`config.mk`:
```
export PLATFORM = sky130hd
export DESIGN_NAME = shc_div_pair
export DESIGN_NICKNAME = d
export VERILOG_FILES = /design/src/hdl/shc_pkg.sv /design/src/hdl/shc_div_pair.sv
export SDC_FILE = /design/constraint.sdc
export NUM_CORES = 2
export LEC_CHECK = 0
export BUFFER_PORTS_ARGS = -buffer_cell sky130_fd_sc_hd__clkbuf_2
export CAP_MARGIN = 5
export CORE_UTILIZATION = 45
export CTS_BUF_LIST = sky130_fd_sc_hd__clkbuf_8
export DETAILED_ROUTE_END_ITERATION = 7
export PLACE_DENSITY = 0.67
export SYNTH_ARGS = -nofsm -noshare
export SYNTH_HDL_FRONTEND = slang
export SYNTH_SLANG_ARGS = --single-unit
```
`constraint.sdc`:
```
create_clock -name clk -period 7.2 [get_ports clk]
set_clock_uncertainty 0.1 [all_clocks]
set_input_delay 0 -clock clk [delete_from_list [all_inputs] [get_ports clk]]
set_output_delay 0 -clock clk [all_outputs]
set_load 0.05 [all_outputs]
```
`src/hdl/shc_pkg.sv`:
```
package shc_pkg;

  localparam int HALF_W         = 16;
  localparam int PROD_W         = 2 * HALF_W;
  localparam int CFG_W          = 32;
  localparam int CFG_IDX_W      = 3;
  localparam int NUM_FLAGS      = 5;
  localparam int COORD_BITS_DEF = 16;

  // Register stages from request to result strobe
  localparam int ASP_STAGES = 5 + 2 * PROD_W;
  localparam int LATENCY    = 3 + HALF_W + 1 + 2 * ASP_STAGES + 1;

  localparam int FLAG_MIN  = 0;
  localparam int FLAG_MAX  = 1;
  localparam int FLAG_INC  = 2;
  localparam int FLAG_ASP  = 3;
  localparam int FLAG_BASE = 4;

  typedef enum logic [CFG_IDX_W-1:0] {
    REG_HINT_FLAGS,
    REG_MIN_SIZE,
    REG_BASE_SIZE,
    REG_HINT_MAX,
    REG_SCREEN_MAX,
    REG_INCREMENT,
    REG_MIN_ASPECT,
    REG_MAX_ASPECT
  } cfg_reg_t;

  typedef logic [HALF_W-1:0] half_t;

  // Settings for one aspect check, seen from the axis that grows (u)
  // and the axis that shrinks (v)
  typedef struct packed {
    logic  en;
    half_t g;
    half_t k;
    half_t inc_u;
    half_t inc_v;
    half_t max_u;
    half_t min_v;
  } asp_cfg_t;

  function automatic half_t lo_half(logic [CFG_W-1:0] r);
    return r[HALF_W-1:0];
  endfunction

  function automatic half_t hi_half(logic [CFG_W-1:0] r);
    return r[CFG_W-1:HALF_W];
  endfunction

endpackage

```
`src/hdl/shc_div_pair.sv`:
```
module shc_div_pair #(
  parameter int NUM_W = 32,
  parameter int TAG_W = 1
) (
  input  logic                clk,
  input  logic                rst,
  input  logic                in_valid,
  input  logic [NUM_W-1:0]    num_a,
  input  logic [NUM_W-1:0]    num_b,
  input  shc_pkg::half_t      den_a,
  input  shc_pkg::half_t      den_b,
  input  logic [TAG_W-1:0]    tag_in,
  output logic                out_valid,
  output logic [NUM_W-1:0]    quo_a,
  output logic [NUM_W-1:0]    quo_b,
  output shc_pkg::half_t      rem_a,
  output shc_pkg::half_t      rem_b,
  output logic [TAG_W-1:0]    tag_out
);
  import shc_pkg::*;

  // One quotient bit per stage; the user must hold divisors still while requests are in flight (not enforced)
  logic             vld [1:NUM_W];
  half_t            ra  [1:NUM_W];
  half_t            rb  [1:NUM_W];
  logic [NUM_W-1:0] aa  [1:NUM_W];
  logic [NUM_W-1:0] ab  [1:NUM_W];
  logic [TAG_W-1:0] tg  [1:NUM_W];

  for (genvar i = 0; i < NUM_W; i++) begin : g_stage
    logic             s_vld;
    half_t            s_ra, s_rb;
    logic [NUM_W-1:0] s_aa, s_ab;
    logic [TAG_W-1:0] s_tg;
    logic [HALF_W:0]  ta, tb;
    logic             ga, gb;

    if (i == 0) begin : g_first
      assign s_vld = in_valid;
      assign s_ra  = '0;
      assign s_rb  = '0;
      assign s_aa  = num_a;
      assign s_ab  = num_b;
      assign s_tg  = tag_in;
    end else begin : g_next
      assign s_vld = vld[i];
      assign s_ra  = ra[i];
      assign s_rb  = rb[i];
      assign s_aa  = aa[i];
      assign s_ab  = ab[i];
      assign s_tg  = tg[i];
    end

    assign ta = {s_ra, s_aa[NUM_W-1]};
    assign tb = {s_rb, s_ab[NUM_W-1]};
    assign ga = (ta >= {1'b0, den_a});
    assign gb = (tb >= {1'b0, den_b});

    always_ff @(posedge clk) begin
      if (rst) begin
        vld[i+1] <= 1'b0;
      end else begin
        vld[i+1] <= s_vld;
      end
    end

    always_ff @(posedge clk) begin
      ra[i+1] <= ga ? HALF_W'(ta - {1'b0, den_a}) : ta[HALF_W-1:0];
      rb[i+1] <= gb ? HALF_W'(tb - {1'b0, den_b}) : tb[HALF_W-1:0];
      aa[i+1] <= {s_aa[NUM_W-2:0], ga};
      ab[i+1] <= {s_ab[NUM_W-2:0], gb};
      tg[i+1] <= s_tg;
    end
  end

  assign out_valid = vld[NUM_W];
  assign quo_a     = aa[NUM_W];
  assign quo_b     = ab[NUM_W];
  assign rem_a     = ra[NUM_W];
  assign rem_b     = rb[NUM_W];
  assign tag_out   = tg[NUM_W];

endmodule

```
==> flow_metrics.env <==
export IMPL_ios=198
export IMPL_setup_tns_ns=0
export IMPL_synthDistinctLibCells=88
export IMPL_synth_area_per_cell_um2=11.2
export IMPL_finalPower_mw=61.5
export IMPL_crit_chain="dlygate4sd3_1 > clkbuf_2 > dlygate4sd3_1 > nor4_1 > dlygate4sd3_1 > nand3_1 > dlygate4sd3_1 > dlygate4sd3_1 > nor4_2 > dlygate4sd3_1 > buf_4 > nor2_1 > dlygate4sd3_1 > a21oi_1 > dlygate4sd3_1"
export IMPL_core_area_um2=265000
export IMPL_grt_ovfl_total=0
export IMPL_synth_edf_count=0
export IMPL_static_leakage_power_nw=60.7
export IMPL_groute_usage_overall_pct=19.0
export IMPL_max_slew_margin_rel_pct=17.1
export IMPL_cts_hold_fix_buffers=261
export IMPL_cts_made_buffers=485
export IMPL_seq_total_area_yosys_pct=52.3
export IMPL_ys_warn_count=0
export IMPL_crit_required_ns=8.17
export IMPL_clock_fmax_mhz=207
export IMPL_cts_tree="built"
export IMPL_route_detailed_wl_per_inst_um=16.8
export IMPL_final_max_slew_violation_count=0
export IMPL_clock_path_buffers=4
export IMPL_cp_max_fo=17
export IMPL_finalHoldViolations=0
export IMPL_cts_root_buffer="sky130_fd_sc_hd__clkbuf_8"
export IMPL_timing_hold_worst_class="input pin to flip-flop"
export IMPL_yosys_cell_count_top_type="sky130_fd_sc_hd__dfxtp_1"
export IMPL_initial_utilization_pct=45.2
export IMPL_postSynthNetCount=11822
export IMPL_post_drt_via_cell_ratio=5.23
export IMPL_numPortBuffers=197
export IMPL_number_of_max_capacitance_violations_reported=0
export IMPL_finalWorstPathRequiredPeriod_ns=4.83
export IMPL_rsz0062_at_grt="false"
export IMPL_filler_cell_count=22723
export IMPL_area_growth_pct=15.8
export IMPL_place_area_um2=125000
export IMPL_stdcell_area_um2=139000
export IMPL_synth_top_cell_area_share_pct=52.3
export IMPL_totalWireLength_um=261000
export IMPL_via_count=80812
export IMPL_first_global_vias=82330
export IMPL_yosysTopAreaCell="sky130_fd_sc_hd__dfxtp_1"
export IMPL_dp_slack_ns=2.68
export IMPL_synth_top_cells_by_count="sky130_fd_sc_hd__dfxtp_1, sky130_fd_sc_hd__ha_1, sky130_fd_sc_hd__mux2_2"
export IMPL_floorplan_die_width_um=518
export IMPL_timing_final_crit_share_pct=67.1
export IMPL_area_of_combinational_cells_with_multiple_inputs_um2=55100
export IMPL_dpl_hpwl_um=177000
export IMPL_failed_checks="design-rule violations"
export IMPL_peakVddDrop_v=0.000206
export IMPL_first_pass_iteration_count_of_the_detailed_router=8
export IMPL_gp_routability_congestion=0.895
export IMPL_postCtsSetupRepairBufs=0
export IMPL_antenna_found_initial=11
export IMPL_yosys_register_bits=3136
export IMPL_worst_max_slew_pin_slew_ns=1.24
export IMPL_grt_pass1_wl_um=420000
export IMPL_synth_cell_area_um2=120000
export IMPL_crit_arrival_ns=5.81
export IMPL_dieArea_um2=269000
export IMPL_drc=38
export IMPL_critical_path_slowest_cell="sky130_fd_sc_hd__dlygate4sd3_1"
export IMPL_drt_initial_drc_count=4572
export IMPL_netlist_instances=10664
export IMPL_synth_flop_cell="sky130_fd_sc_hd__dfxtp_1"
export IMPL_async_reset_ff_share_pct=0
export IMPL_worst_setup_path_end_kind="flip-flop"
export IMPL_sequential_cell_area_um2=62800
export IMPL_final_setup_vio_count=0
export IMPL_ctsResizeCount=0
export IMPL_row_count=189
export IMPL_h_tree_depth=5
export IMPL_grt_start_max_net_pins=33
export IMPL_clock_sinks=3136
export IMPL_worstSetupPathType="input pin to flip-flop"
export IMPL_setup_worst_path_start_class="input pin"
export IMPL_run_status="complete, but fails checks"
export IMPL_postLayoutSetupSlackWorst_ns=2.37
export IMPL_critical_path_max_stage_delay_ns=0.72
export IMPL_cts_clk_slew_worst_paths_ns=0.07
export IMPL_detail_route_antenna_nets=0
export IMPL_power_density_nw_per_um2=443
export IMPL_crit_top_cell="sky130_fd_sc_hd__dlygate4sd3_1"
export IMPL_floorplan_die_height_um=518
export IMPL_top_cells_by_area_in_the_synthesized_netlist="sky130_fd_sc_hd__dfxtp_1, sky130_fd_sc_hd__ha_1, sky130_fd_sc_hd__mux2_2, sky130_fd_sc_hd__xnor2_1, sky130_fd_sc_hd__a21oi_1"
export IMPL_layout_drive_gt1_share_pct=16.3
export IMPL_clk_insertion_delay_late_ns=1.13
export IMPL_final_net_count=12701
==> where the power goes <==
group | total [mW] | leakage [nW] | switching, mW | internal, mW
registers | 23.0 | 26.1 | 1.83 | 21.2
logic | 22.3 | 28.6 | 11.6 | 10.8
clock network | 16.1 | 5.99 | 7.03 | 9.11
==> logic make-up after synthesis <==
family,Yosys count,share of synthesized area (%)
AND/OR/NAND/NOR,2202,9.15
buffers and inverters,515,1.78
XOR/XNOR,687,5.02
multiplexers,925,8.57
AO/OA/AOI/OAI,2141,11.7
flip-flops,3136,52.3
adder cells (fa/ha/maj),1058,11.4
==> stage by stage <==
stage | cells | hold WS (ns) | utilization [%]
2_1_floorplan | 10664 | -0.0723 | -
3_3_place_gp | 14327 | 0.00218 | 47.3
3_5_place_dp | 14327 | 0.00390 | 47.3
4_1_cts | 15456 | 0.00440 | 52.4
5_1_grt | 15464 | 0.0489 | 52.4
6_report | 15465 | 0.111 | 52.4
==> metal layers <==
metal	GRT usage [%]	part of all wire, %
met1	24.2	45
met2	31.6	46
met3	3.55	5.6
met4	7.10	3.3
met5	0	0.012
==> worst paths after layout <==
| kind | from | end | slack, ns | cells after the start |
|---|---|---|---|---|
| worst min-delay path | den_b[0] | rb[0][352]$_DFF_P_ | 0.11 | 4 |
| worst min register to register | ab[0][344]$_DFF_P_ | ab[0][377]$_DFF_P_ | 0.18 | 0 |
| worst max-delay path | den_b[3] | rb[0][16]$_DFF_P_ | 2.37 | 15 |
| worst max register to register | ra[0][500]$_DFF_P_ | ra[0][519]$_DFF_P_ | 3.41 | 9 |
==> final cells by class <==
type                       instances  area share, %
sequential                      3136           45.2
multi-input combinational       7013           39.7
clock buffer                     610           6.05
tap                             3533           3.18
timing repair buffer             542           3.07
clock inverter                   258           1.80
inverter                         365          0.987
antenna                            8         0.0144
==> placed cells by master (no fill, tap or decap), types with 160 or more instances in the layout <==
| master | Yosys | routed |
|---|---|---|
| sky130_fd_sc_hd__nor2b_1 | 203 | 203 |
| sky130_fd_sc_hd__dlygate4sd3_1 | 0 | 260 |
| sky130_fd_sc_hd__clkbuf_8 | 0 | 610 |
| sky130_fd_sc_hd__dfxtp_1 | 3136 | 3136 |
| sky130_fd_sc_hd__mux2_2 | 787 | 787 |
| sky130_fd_sc_hd__a21oi_1 | 551 | 550 |
| sky130_fd_sc_hd__a21o_1 | 219 | 219 |
| sky130_fd_sc_hd__nor2_1 | 632 | 632 |
| sky130_fd_sc_hd__o21ai_0 | 435 | 435 |
| sky130_fd_sc_hd__xor2_1 | 191 | 191 |
| sky130_fd_sc_hd__nor3_1 | 180 | 180 |
| sky130_fd_sc_hd__xnor2_1 | 496 | 496 |
| sky130_fd_sc_hd__nand2_1 | 393 | 393 |
| sky130_fd_sc_hd__ha_1 | 996 | 996 |
| sky130_fd_sc_hd__clkbuf_2 | 0 | 195 |
| sky130_fd_sc_hd__o21a_1 | 160 | 160 |
| sky130_fd_sc_hd__inv_1 | 365 | 459 |
==> flip-flops by register name, indices dropped and copies added (netlist names) <==
signal  flops
rb        512
aa       1024
vld        32
ab       1024
tg         32
ra        512
==> worst max-delay path, delay by kind of cell <==
| family | cells | cell delay (ns) |
|---|---|---|
| buffers and inverters | 10 | 5.09 |
| and+or+nand+nor | 4 | 0.57 |
| AOI/OAI and AO/OA | 1 | 0.12 |
Power figures use the tool's default switching activity.
